## src/sv/ovle_pkg.sv

```systemverilog
`default_nettype none
// ----------------------------------------------------------------------------
// ovle_pkg
// Shared types, command codes and status codes of the ordered value list
// engine.
// ----------------------------------------------------------------------------
package ovle_pkg;

  // Default number of list entries.
  localparam int unsigned DepthDefault = 16;

  // Command codes carried in the cmd field of an input item.
  localparam logic [2:0] CmdInsert = 3'd0;
  localparam logic [2:0] CmdSearch = 3'd1;
  localparam logic [2:0] CmdModify = 3'd2;
  localparam logic [2:0] CmdDelete = 3'd3;
  localparam logic [2:0] CmdPrint  = 3'd4;

  // Status codes carried in the status field of a result item.
  localparam logic [1:0] StOk       = 2'd0;
  localparam logic [1:0] StNotFound = 2'd1;
  localparam logic [1:0] StEmpty    = 2'd2;
  localparam logic [1:0] StFull     = 2'd3;

  // Input item.
  typedef struct packed {
    logic [2:0]         cmd;
    logic signed [31:0] key;
    logic signed [31:0] new_value;
  } ovle_in_t;

  // Result item.
  typedef struct packed {
    logic [1:0]         status;
    logic signed [31:0] entry_value;
    logic               last;
  } ovle_out_t;

  // Commands from the controller to the datapath.
  typedef struct packed {
    logic       load;        // capture a new input item and rewind the pointer
    logic       step;        // read the entry under the pointer and advance
    logic       seek;        // move the pointer just past the matched entry
    logic       shift_wr;    // write the last read entry one slot toward the head
    logic       wr_mod;      // overwrite the matched entry with new_value
    logic       ins;         // append new_value at the tail
    logic       dec;         // drop one entry from the count
    logic       emit;        // load the output register
    logic       emit_entry;  // emitted value comes from the last read entry
    logic       emit_last;
    logic [1:0] emit_status;
  } ovle_cmd_t;

  // Status from the datapath to the controller.
  typedef struct packed {
    logic [2:0] op;         // command of the item being worked on
    logic       full;
    logic       empty;
    logic       match;      // last read entry equals the key
    logic       exhausted;  // no read pending and pointer at the tail
    logic       at_end;     // pointer sits at the tail
    logic       out_free;   // output register can take a result this cycle
  } ovle_sts_t;

endpackage
`default_nettype wire

```

## src/sv/ovle_dp.sv

```systemverilog
`default_nettype none
// ----------------------------------------------------------------------------
// ovle_dp
// Datapath of the list engine: entry memory with a registered read port,
// entry count, scan pointer, key compare and the output register.
// ----------------------------------------------------------------------------
module ovle_dp #(
  parameter int unsigned DEPTH = ovle_pkg::DepthDefault
) (
  input  wire                 clk_i,
  input  wire                 rst_ni,
  input  ovle_pkg::ovle_in_t  in_data_i,
  input  ovle_pkg::ovle_cmd_t cmd_i,
  output ovle_pkg::ovle_sts_t sts_o,
  input  wire                 out_ready_i,
  output logic                out_valid_o,
  output ovle_pkg::ovle_out_t out_data_o
);
  import ovle_pkg::*;

  localparam int unsigned AW = $clog2(DEPTH);
  localparam int unsigned CW = $clog2(DEPTH + 1);

  // Entry memory, undefined until written.
  logic signed [31:0] mem [DEPTH];

  logic [2:0]         op_q;
  logic signed [31:0] key_q;
  logic signed [31:0] nv_q;

  logic [CW-1:0] count_q, count_d;
  logic [CW-1:0] ptr_q, ptr_d;
  logic          rd_vld_q, rd_vld_d;
  logic [AW-1:0] rd_idx_q;
  logic signed [31:0] rd_data_q;

  logic          rd_en;
  logic          ptr_in_list;
  logic          wr_en;
  logic [AW-1:0] wr_addr;
  logic signed [31:0] wr_data;

  logic      out_vld_q, out_vld_d;
  ovle_out_t out_q;
  logic      out_free;

  // Captured input item.
  always_ff @(posedge clk_i) begin
    if (cmd_i.load) begin
      op_q  <= in_data_i.cmd;
      key_q <= in_data_i.key;
      nv_q  <= in_data_i.new_value;
    end
  end

  // A read step only fetches positions below the entry count.
  assign ptr_in_list = (ptr_q < count_q);
  assign rd_en       = cmd_i.step && ptr_in_list;

  // Pointer and read-valid tracking.
  always_comb begin
    ptr_d    = ptr_q;
    rd_vld_d = rd_vld_q;
    priority if (cmd_i.load) begin
      ptr_d    = '0;
      rd_vld_d = 1'b0;
    end else if (cmd_i.seek) begin
      ptr_d    = CW'(rd_idx_q) + CW'(1);
      rd_vld_d = 1'b0;
    end else if (cmd_i.step) begin
      if (ptr_in_list) begin
        ptr_d = ptr_q + CW'(1);
      end
      rd_vld_d = ptr_in_list;
    end
  end

  // Entry count.
  always_comb begin
    count_d = count_q;
    priority if (cmd_i.ins) begin
      count_d = count_q + CW'(1);
    end else if (cmd_i.dec) begin
      count_d = count_q - CW'(1);
    end
  end

  // Single write port: append, overwrite or compaction move.
  always_comb begin
    wr_en   = 1'b0;
    wr_addr = count_q[AW-1:0];
    wr_data = nv_q;
    priority if (cmd_i.ins) begin
      wr_en   = 1'b1;
      wr_addr = count_q[AW-1:0];
      wr_data = nv_q;
    end else if (cmd_i.wr_mod) begin
      wr_en   = 1'b1;
      wr_addr = rd_idx_q;
      wr_data = nv_q;
    end else if (cmd_i.shift_wr && rd_vld_q) begin
      wr_en   = 1'b1;
      wr_addr = rd_idx_q - AW'(1);
      wr_data = rd_data_q;
    end
  end

  // Memory write and registered read.
  always_ff @(posedge clk_i) begin
    if (wr_en) begin
      mem[wr_addr] <= wr_data;
    end
    if (rd_en) begin
      rd_data_q <= mem[ptr_q[AW-1:0]];
      rd_idx_q  <= ptr_q[AW-1:0];
    end
  end

  // Control registers.
  always_ff @(posedge clk_i or negedge rst_ni) begin
    if (!rst_ni) begin
      count_q   <= '0;
      ptr_q     <= '0;
      rd_vld_q  <= 1'b0;
      out_vld_q <= 1'b0;
    end else begin
      count_q   <= count_d;
      ptr_q     <= ptr_d;
      rd_vld_q  <= rd_vld_d;
      out_vld_q <= out_vld_d;
    end
  end

  // Output register: free when empty or being taken this cycle.
  assign out_free = !out_vld_q || out_ready_i;

  always_comb begin
    out_vld_d = out_vld_q;
    if (cmd_i.emit) begin
      out_vld_d = 1'b1;
    end else if (out_ready_i) begin
      out_vld_d = 1'b0;
    end
  end

  always_ff @(posedge clk_i) begin
    if (cmd_i.emit) begin
      out_q.status      <= cmd_i.emit_status;
      out_q.entry_value <= cmd_i.emit_entry ? rd_data_q : 32'sd0;
      out_q.last        <= cmd_i.emit_last;
    end
  end

  assign out_valid_o = out_vld_q;
  assign out_data_o  = out_q;

  // Status toward the controller.
  assign sts_o.op        = op_q;
  assign sts_o.full      = (count_q == CW'(DEPTH));
  assign sts_o.empty     = (count_q == '0);
  assign sts_o.match     = rd_vld_q && (rd_data_q == key_q);
  assign sts_o.exhausted = !rd_vld_q && (ptr_q == count_q);
  assign sts_o.at_end    = (ptr_q == count_q);
  assign sts_o.out_free  = out_free;

endmodule
`default_nettype wire

```

## src/sv/ovle_ctrl.sv

```systemverilog
`default_nettype none
// ----------------------------------------------------------------------------
// ovle_ctrl
// Controller of the list engine: sequences dispatch, scan, compaction,
// print and the final result of each known command.
// ----------------------------------------------------------------------------
module ovle_ctrl (
  input  wire                 clk_i,
  input  wire                 rst_ni,
  input  wire                 in_valid_i,
  output logic                in_ready_o,
  input  ovle_pkg::ovle_sts_t sts_i,
  output ovle_pkg::ovle_cmd_t cmd_o
);
  import ovle_pkg::*;

  localparam logic [2:0] SIdle  = 3'd0;
  localparam logic [2:0] SDisp  = 3'd1;
  localparam logic [2:0] SScan  = 3'd2;
  localparam logic [2:0] SShift = 3'd3;
  localparam logic [2:0] SPrint = 3'd4;
  localparam logic [2:0] SFin   = 3'd5;

  logic [2:0] state_q, state_d;
  logic [1:0] st_q, st_d;

  assign in_ready_o = (state_q == SIdle);

  // Next state and datapath commands.
  always_comb begin
    state_d = state_q;
    st_d    = st_q;
    cmd_o   = '0;
    unique case (state_q)
      SIdle: begin
        if (in_valid_i) begin
          cmd_o.load = 1'b1;
          state_d    = SDisp;
        end
      end
      SDisp: begin
        unique case (sts_i.op)
          CmdInsert: begin
            if (sts_i.full) begin
              st_d = StFull;
            end else begin
              cmd_o.ins = 1'b1;
              st_d      = StOk;
            end
            state_d = SFin;
          end
          CmdSearch, CmdModify, CmdDelete, CmdPrint: begin
            if (sts_i.empty) begin
              st_d    = StEmpty;
              state_d = SFin;
            end else begin
              cmd_o.step = 1'b1;
              state_d    = (sts_i.op == CmdPrint) ? SPrint : SScan;
            end
          end
          default: begin
            // Unknown commands give no result.
            state_d = SIdle;
          end
        endcase
      end
      SScan: begin
        priority if (sts_i.match) begin
          st_d = StOk;
          unique case (sts_i.op)
            CmdModify: begin
              cmd_o.wr_mod = 1'b1;
              state_d      = SFin;
            end
            CmdDelete: begin
              cmd_o.seek = 1'b1;
              state_d    = SShift;
            end
            default: begin
              state_d = SFin;
            end
          endcase
        end else if (sts_i.exhausted) begin
          st_d    = StNotFound;
          state_d = SFin;
        end else begin
          cmd_o.step = 1'b1;
        end
      end
      SShift: begin
        // Move every entry behind the removed one a slot toward the head.
        if (sts_i.exhausted) begin
          cmd_o.dec = 1'b1;
          st_d      = StOk;
          state_d   = SFin;
        end else begin
          cmd_o.step     = 1'b1;
          cmd_o.shift_wr = 1'b1;
        end
      end
      SPrint: begin
        if (sts_i.out_free) begin
          cmd_o.emit        = 1'b1;
          cmd_o.emit_entry  = 1'b1;
          cmd_o.emit_status = StOk;
          cmd_o.emit_last   = sts_i.at_end;
          if (sts_i.at_end) begin
            state_d = SIdle;
          end else begin
            cmd_o.step = 1'b1;
          end
        end
      end
      SFin: begin
        if (sts_i.out_free) begin
          cmd_o.emit        = 1'b1;
          cmd_o.emit_status = st_q;
          cmd_o.emit_last   = 1'b1;
          state_d           = SIdle;
        end
      end
      default: begin
        state_d = SIdle;
      end
    endcase
  end

  // State register.
  always_ff @(posedge clk_i or negedge rst_ni) begin
    if (!rst_ni) begin
      state_q <= SIdle;
      st_q    <= StOk;
    end else begin
      state_q <= state_d;
      st_q    <= st_d;
    end
  end

endmodule
`default_nettype wire

```

## src/sv/ordered_value_list_engine_core.sv

```systemverilog
`default_nettype none
// ----------------------------------------------------------------------------
// ordered_value_list_engine_core
// Insertion-ordered list of up to DEPTH signed 32-bit values with insert,
// search, modify, delete and print commands.
// ----------------------------------------------------------------------------
// One item is worked on at a time; the input is ready only between items.
// All entries sit in one memory with one read and one write port, and the
// read port sets the timing. A search or modify scans from the head up to
// its first match, or over every entry on a miss. A delete scans up to its
// match and then reads every later entry and writes it back one slot toward
// the head. A print gives one item per cycle as long as the output is taken.
// A finished result waits in an output register and holds off only the next
// result, not the work leading up to it.
// ----------------------------------------------------------------------------
module ordered_value_list_engine_core #(
  parameter int unsigned DEPTH = ovle_pkg::DepthDefault
) (
  input  wire                 clk_i,
  input  wire                 rst_ni,
  input  wire                 in_valid_i,
  output logic                in_ready_o,
  input  ovle_pkg::ovle_in_t  in_data_i,
  output logic                out_valid_o,
  input  wire                 out_ready_i,
  output ovle_pkg::ovle_out_t out_data_o
);
  import ovle_pkg::*;

  ovle_cmd_t dp_cmd;
  ovle_sts_t dp_sts;

  // Controller.
  ovle_ctrl u_ctrl (
    .clk_i      (clk_i),
    .rst_ni     (rst_ni),
    .in_valid_i (in_valid_i),
    .in_ready_o (in_ready_o),
    .sts_i      (dp_sts),
    .cmd_o      (dp_cmd)
  );

  // Datapath.
  ovle_dp #(
    .DEPTH (DEPTH)
  ) u_dp (
    .clk_i       (clk_i),
    .rst_ni      (rst_ni),
    .in_data_i   (in_data_i),
    .cmd_i       (dp_cmd),
    .sts_o       (dp_sts),
    .out_ready_i (out_ready_i),
    .out_valid_o (out_valid_o),
    .out_data_o  (out_data_o)
  );

  // A result is loaded only when the output register can take it.
  a_emit_when_free: assert property (@(posedge clk_i) disable iff (!rst_ni)
    dp_cmd.emit |-> dp_sts.out_free)
    else $error("result loaded while output register was occupied");

  // An append never happens on a full list.
  a_no_insert_when_full: assert property (@(posedge clk_i) disable iff (!rst_ni)
    dp_cmd.ins |-> !dp_sts.full)
    else $error("append issued on a full list");

  // At most one source drives the memory write port.
  a_one_writer: assert property (@(posedge clk_i) disable iff (!rst_ni)
    $onehot0({dp_cmd.ins, dp_cmd.wr_mod, dp_cmd.shift_wr}))
    else $error("more than one memory write source active");

  // An accepted item closes the input until its work is done.
  a_busy_after_accept: assert property (@(posedge clk_i) disable iff (!rst_ni)
    (in_valid_i && in_ready_o) |=> !in_ready_o)
    else $error("input ready right after an item was accepted");

endmodule
`default_nettype wire

```

## config.mk

```make
export PLATFORM = sky130hd
export DESIGN_NAME = ordered_value_list_engine_core
export DESIGN_NICKNAME = d
export VERILOG_FILES = /design/src/sv/ovle_pkg.sv /design/src/sv/ovle_dp.sv /design/src/sv/ovle_ctrl.sv /design/src/sv/ordered_value_list_engine_core.sv
export SDC_FILE = /design/constraint.sdc
export NUM_CORES = 1
export LEC_CHECK = 0
export ABC_AREA = 1
export ABC_CLOCK_PERIOD_IN_PS = 3500
export BUFFER_PORTS_ARGS = -buffer_cell sky130_fd_sc_hd__buf_2
export CELL_PAD_IN_SITES_DETAIL_PLACEMENT = 0
export CELL_PAD_IN_SITES_GLOBAL_PLACEMENT = 2
export CORE_MARGIN = 4
export CORE_UTILIZATION = 40
export CTS_BUF_LIST = sky130_fd_sc_hd__clkbuf_4 sky130_fd_sc_hd__clkbuf_8 sky130_fd_sc_hd__clkbuf_16
export DETAILED_ROUTE_END_ITERATION = 10
export PLACE_DENSITY = 0.82
export SETUP_SLACK_MARGIN = 0.05
export SYNTH_ARGS = -nofsm -noshare
export SYNTH_HDL_FRONTEND = slang
export SYNTH_SLANG_ARGS = --single-unit
```

## constraint.sdc

```tcl
create_clock -name clk_i -period 3.5 [get_ports clk_i]
set_clock_uncertainty 0.05 [all_clocks]
set_input_delay 0.525 -clock clk_i [delete_from_list [all_inputs] [get_ports clk_i]]
set_output_delay 0.525 -clock clk_i [all_outputs]
set_load 0.01 [all_outputs]
```

==> run summary, run 1 <==
Seq/Total Area, Yosys - 73.4%
Slew HR - 30.4%
Hpwl dp - 45,200 um
Fin area - 31,800 sq um
Final setup violation count - 0
Pwr/cell area - 845 nW/um^2
Synth cell types - 43
Final GP Congestion - 0.929
Mean area per synthesized cell - 13.4 sq um
Row Count - 95
Post-route insts no fill - 3,108
Dpl cells - 2,976
DR vias - 17,000
Num CTS Buffers - 72
Maximum clock rate - 0.313 GHz
Starting Density - 40.4%
Clock insertion delay at the later pin of the skew report - 0.61 ns
Clk buf depth - 3
RSZ-0062 raised after global routing - false
Period utilization - 91.2%
Total GRT Usage - 19.5%
CTS resizes - 0
Remaining global-route overflow - 0
Synth warnings - 0
Power Total - 26.8 mW
Sink Count - 667
P_sw - 9.54 mW
# IOs - 108
Top-area cell type share of the netlist area - 71.9%
Die Y - 269 um
Async S/R FF share, synth - 2.55%
WHS - 0.0424 ns
Synthesized cell area - 27,200 sq um
Slew Limit Fails - 0
Leading area contributor after synthesis - edfxtp_1
Core region area - 67,300 sq um
Starting DRT DRC Count - 1,853
Synth Register Bits - 667
Minimum clock period after layout - 3.19 ns
Post-synth EDFFs - 650
Area Growth Syn to Fin - 17.0%
Die area - 72,100 sq um
Placed cell area - 29,400 sq um
Arr. time, crit path - 3.43 ns
Worst min path class - input pin to register
Setup TNS after final layout - 0 ns
Number of global-route vias before repair - 16,300
Largest net degree at the start of global routing - 195
Sw frac - 35.6%
Via/cell ratio - 5.47
Startpoint types - register
Clock power share - 28.5%
Post-layout net count - 2,260
Status - complete, no violations
Pre-antenna DRT Iters - 6
DP Worst Slack - 0.380 ns
Fraction of final layout cells sized beyond drive strength 1 - 15.6%
Power Internal - 17.3 mW
Clock Tree Root - clkbuf_16
CP Class - register to register
Initial antenna violation count - 2
CTS tree - yes
Drt total wl - 71,800 um
Most used flip-flop cell after synthesis - edfxtp_1
Die X - 269 um
H-tree Lvls - 3
Port Buffer Count - 107
Final setup margin - 0.307 ns
Crit-path max FO - 32
Final core utilization - 47.2%
Per-cell routed wire length - 23.1 um
First-pass GRT wire length - 105,000 um
Post-Syn Nets - 2,108
Endpoint class of the critical path - register
LEAKAGE - 11.3 nW
Worst VDD drop - 0.000430 V
Number of remaining DRC errors - 0
Flop pwr share - 40.6%
Fillers - 5,820
Gate Count Post-Synth - 2,026
Largest cells by area after synthesis - edfxtp_1, nor2_1, mux2i_1
Routed Antenna Nets - 0
Comb pwr share - 30.9%
Clk slew on worst S/H paths - 0.06 ns
Worst-margin pin slew - 1.04 ns
Endpoints failing hold - 0
MaxCap Viol Count - 0
CP Data Required Time - 3.73 ns
-- worst max-delay path, cell delays in order (launching register included) --
cell      delay, ns
edfxtp_1       0.40
inv_1          0.11
nand2_1        0.06
nand2_1        0.15
nand3_1        0.09
nor2_1         0.10
nand2_1        0.07
nor2_1         0.22
nand3_1        0.18
nand3b_4       0.29
o21ai_2        0.24
nand3_1        0.40
nor2_4         0.24
buf_12         0.25
-- cell usage after synthesis, types with 4 or more instances --
cell type / number
a21oi_1: 4
o221ai_1: 107
nand2_1: 254
edfxtp_1: 650
o21ai_0: 175
o211ai_1: 21
xor2_1: 8
dfrtp_1: 17
nand3_1: 79
buf_1: 8
xnor2_2: 4
o32ai_1: 21
nor2_1: 292
o21ai_1: 8
nor3_1: 6
ha_1: 10
nand4_1: 10
inv_2: 8
nor2_2: 5
mux2i_1: 107
buf_2: 18
clkbuf_1: 78
inv_1: 107
-- registers in the layout, summed over array words and instances (netlist names) --
register / count
u_dp.mem: 512
u_dp.op_q: 3
u_ctrl.st_q: 2
u_ctrl.state_q: 3
u_dp.nv_q: 32
u_dp.key_q: 32
u_dp.out_valid_o: 1
u_dp.count_q: 5
u_dp.out_data_o: 35
u_dp.ptr_q: 5
u_dp.rd_idx_q: 4
u_dp.rd_data_q: 32
u_dp.rd_vld_q: 1
-- power by group through the flow --
stage,clock network [mW],logic (mW),registers (mW)
2_1_floorplan,0,4.89,11.0
3_3_place_gp,0,8.14,11.0
3_5_place_dp,0,8.21,11.0
4_1_cts,7.81,8.24,10.9
5_1_grt,8.15,9.05,11.0
6_report,7.64,8.29,10.9
-- repair_timing --
action | in CTS | in global routing
hold endpoints to repair | 17 | 0
hold buffers | 1 | 0
setup buffers | 0 | 0
-- cell usage in the layout, fill, tap and decap left out, types with 51 or more instances in the layout --
master / instances
mux2i_1: 107
nor2_1: 276
edfxtp_1: 650
clkbuf_16: 75
buf_2: 107
buf_4: 51
o21ai_0: 173
inv_1: 104
nand3_1: 79
o221ai_1: 107
nand2_1: 254
-- worst paths after layout --
check / from / end / slack [ns] / cells after the start
min in group asynchronous: rst_ni / u_dp.count_q[2] / 0.35 / 2
setup reg to reg: u_dp.rd_data_q[2] / u_dp.mem[4][0] / 0.31 / 13
hold reg to reg: u_ctrl.st_q[0] / u_ctrl.st_q[0] / 0.46 / 2
max in group asynchronous: rst_ni / u_dp.ptr_q[0] / 2.71 / 2
setup / recovery: u_dp.rd_data_q[2] / u_dp.mem[4][0] / 0.31 / 13
hold / removal: in_data_i[19] / u_dp.nv_q[19] / 0.04 / 1
-- area by class of cell --
type	count	area (sq um)	area share, %
Antenna cell	2	5.00	0.0158
Clock inverter	36	387	1.22
Inverter	115	434	1.37
Multi-Input combinational cell	1140	6490	20.4
Tap cell	873	1090	3.44
Clock buffer	93	2010	6.33
Sequential cell	667	20000	62.8
Timing Repair Buffer	182	1390	4.37
-- metal layers --
layer	track usage [%]	wire length, um	vias to the layer above
met5	0	13	-
met4	5.51	1690	2
met3	5.20	5660	112
met2	30.2	32800	605
met1	27.5	31600	8485
li1	-	-	7811
-- logic make-up (layout without fill, tap and decap cells) --
logic type               after synthesis  after routing  share of synthesized area [%]
AO/OA/AOI/OAI                        349            349                           8.54
other                                  0              2                              0
adder cells (fa/ha/maj)               11             11                          0.534
AND/OR/NAND/NOR                      659            659                           9.89
flip-flops                           667            667                           73.4
buffers and inverters                219            426                           3.11
XOR/XNOR                              14             14                          0.562
multiplexers                         107            107                           3.94
Power figures use the tool's default switching activity.
==> run 2, diff against run 1 <==
- BUFFER_PORTS_ARGS: -buffer_cell sky130_fd_sc_hd__buf_2 -> -buffer_cell sky130_fd_sc_hd__clkbuf_2
==> run summary, run 2 (synthesis gave the netlist of run 1 again) <==
Fraction of final layout cells sized beyond drive strength 1 - 16.9% (+1.3 points)
Top reg by flops - u_dp.mem
R2R Path End - u_dp.mem[4][29]
Minimum clock period after layout - 3.24 ns (+0.0504 ns)
Fin area - 31,900 sq um (+0.46%)
P_sw - 9.71 mW (+1.8%)
Commonest cells after routing, fill and taps aside - edfxtp_1, nor2_1, nand2_1, o21ai_0
Period utilization - 92.7% (+1.4 points)
Routed Antenna Nets - 0 (unchanged)
Setup TNS after final layout - 0 ns (unchanged)
Core region area - 67,300 sq um (unchanged)
Most common cell after layout, fill and taps aside - edfxtp_1
Slowest CP cell - edfxtp_1
Worst VDD drop - 0.000647 V (+50%)
Pre-antenna DRT Iters - 5 (-1)
Clk slew on worst S/H paths - 0.06 ns (about the same)
# IOs - 108 (unchanged)
Multi-input logic area - 6510 sq um (+0.21%)
Flop pwr share - 40.3% (-0.3 points)
Arr. time, crit path - 3.48 ns (+0.05 ns)
Slew Limit Fails - 0 (unchanged)
Startpoint types - register
Total GRT Usage - 20.0% (+0.48 points)
LEAKAGE - 11.4 nW (+1.2%)
Final GP Congestion - 0.882 (-5.1%)
Register area - 20,000 sq um (about the same)
MaxCap Viol Count - 0 (unchanged)
Largest register FFs - 512 (unchanged)
Hpwl dp - 47,000 um (+4.2%)
H-tree Lvls - 3 (unchanged)
Min-Delay Path Depth - 1 (unchanged)
Die Y - 269 um (unchanged)
Number of remaining DRC errors - 0 (unchanged)
Final setup violation count - 0 (unchanged)
Endpoints failing hold - 0 (unchanged)
Via/cell ratio - 5.46 (-0.34%)
Worst-margin pin slew - 1.22 ns (+0.180 ns)
Starting DRT DRC Count - 2,090 (+13%)
Clock power share - 27.3% (-1.2 points)
Power Internal - 17.2 mW (-0.34%)
Fillers - 5,865 (+0.77%)
CP Data Required Time - 3.74 ns (about the same)
CP Class - register to register
Clk buf depth - 3 (unchanged)
Crit-path max FO - 12 (-63%)
Crit path top cell by count - nand2_1
Remaining global-route overflow - 0 (unchanged)
Crit path buf inv count - 3 (+1)
CTS tree - yes
Endpoint class of the critical path - register
Comb pwr share - 32.4% (+1.5 points)
Dpl cells - 3,013 (+1.2%)
Crit path max-delay family - simple AND/OR/NAND/NOR gates
Sink Count - 667 (unchanged)
Placed cell area - 29,600 sq um (+0.81%)
Register-to-Register Path Depth - 14 (+1)
Number of global-route vias before repair - 16,400 (+0.53%)
Per-cell routed wire length - 23.5 um (+1.6%)
Sw frac - 36.1% (+0.48 points)
Status - complete, no violations
Post-route insts no fill - 3,142 (+1.1%)
Area Growth Syn to Fin - 17.5%
First-pass GRT wire length - 107,000 um (+2.2%)
Starting Density - 40.4% (unchanged)
Clock insertion delay at the later pin of the skew report - 0.61 ns (about the same)
Die area - 72,100 sq um (unchanged)
Worst path max stage delay - 0.43 ns (+0.03 ns)
Cells along the critical path - inv_2 -> nand2_1 -> nand2_1 -> nand3_1 -> nor2_1 -> nand2_1 -> nor2_1 -> nand3_1 -> nand3b_4 -> buf_4 -> o21ai_1 -> nand2_1 -> nor2_4 -> buf_4
Port Buffer Count - 107 (unchanged)
R2R setup slack - 0.26 ns (-0.05 ns)
Die X - 269 um (unchanged)
Pwr/cell area - 844 nW/um^2 (about the same)
Worst r2r src - u_dp.rd_data_q[6]
Worst min path class - input pin to register
Hold EP - u_dp.nv_q[16]
Largest net degree at the start of global routing - 260 (+33%)
Maximum clock rate - 0.308 GHz (-1.6%)
Num CTS Buffers - 71 (-1.4%)
Drt total wl - 73,700 um (+2.7%)
Hold path startpoint - in_data_i[16]
Initial antenna violation count - 3 (+1)
Slew HR - 18.4% (-12 points)
Post-layout net count - 2,297 (+1.6%)
RSZ-0062 raised after global routing - false
Row Count - 95 (unchanged)
DR vias - 17,100 (+0.75%)
Clock Tree Root - clkbuf_16
-- run 2: cell types whose count changed in the layout (fill, tap and decap cells not counted), sizes merged --
cell,change
nor2,+1
clkinv,+1
clkbuf,+106
buf,-70
bufinv,-3
diode,-1
-- run 2: layout make-up --
class / instances / share of cell area [%]
multi-input combinational: 1141 / 20.4
timing repair buffer: 219 / 5.10
tap: 873 / 3.42
clock inverter: 34 / 1.02
antenna: 1 / 0.00784
clock buffer: 92 / 6.17
inverter: 115 / 1.36
sequential: 667 / 62.5
-- run 2: timing repair --
action                                 4_1_cts  5_1_grt
setup endpoints to repair                    0       32
endpoints found under the hold margin       17        0
hold buffers                                 1        0
gates resized for setup                      0        2
setup buffers                                0        0
-- run 2: worst max path at each step --
stage / from / endpoint / slack (ns) / depth (start not counted)
after floorplan: u_dp.rd_data_q[30] / u_dp.mem[11][0] / 0.08 / 12
after global placement: u_dp.rd_data_q[6] / u_dp.mem[2][18] / 0.13 / 14
after detailed placement: u_dp.rd_data_q[6] / u_dp.mem[2][5] / 0.15 / 14
after CTS: u_dp.rd_data_q[6] / u_dp.mem[2][28] / 0.12 / 14
after global routing: u_dp.rd_data_q[6] / u_dp.mem[5][3] / 0.07 / 14
final: u_dp.rd_data_q[6] / u_dp.mem[4][29] / 0.26 / 14
-- run 2: power groups by stage --
stage                     clock [mW]  combinational, mW  sequential [mW]
after detailed placement           0               8.61             11.0
after global placement             0               8.52             11.0
after CTS                       7.51               8.66             10.9
after floorplan                    0               4.89             11.0
after global routing            7.82               9.47             10.9
final                           7.36               8.72             10.9
-- run 2: metal layers --
metal  track usage [%]  share of wire [%]  routed length, um
met1              30.3                 46              33600
met2              29.8                 44              32600
met3              3.64                7.9               5840
met4              5.75                2.2               1590
met5                 0             0.0095                  7
-- run 2: through the flow --
step	total power, mW	setup WS, ns	hold WS [ns]	util (%)
after detailed placement	19.6	0.147	0.447	44.0
after global routing	28.2	0.0703	0.0150	47.4
after floorplan	15.9	0.0800	0.179	-
after global placement	19.5	0.130	0.443	44.0
after CTS	27.0	0.117	0.00249	47.4
final	26.9	0.256	0.0400	47.4
-- run 2: worst register-to-register path, cell delays in order, from the launching register on --
cell and delay (ns):
edfxtp_1 0.43, inv_2 0.09, nand2_1 0.05, nand2_1 0.08, nand3_1 0.07, nor2_1 0.15, nand2_1 0.08, nor2_1 0.22
nand3_1 0.17, nand3b_4 0.24, buf_4 0.17, o21ai_1 0.25, nand2_1 0.35, nor2_4 0.26, buf_4 0.24
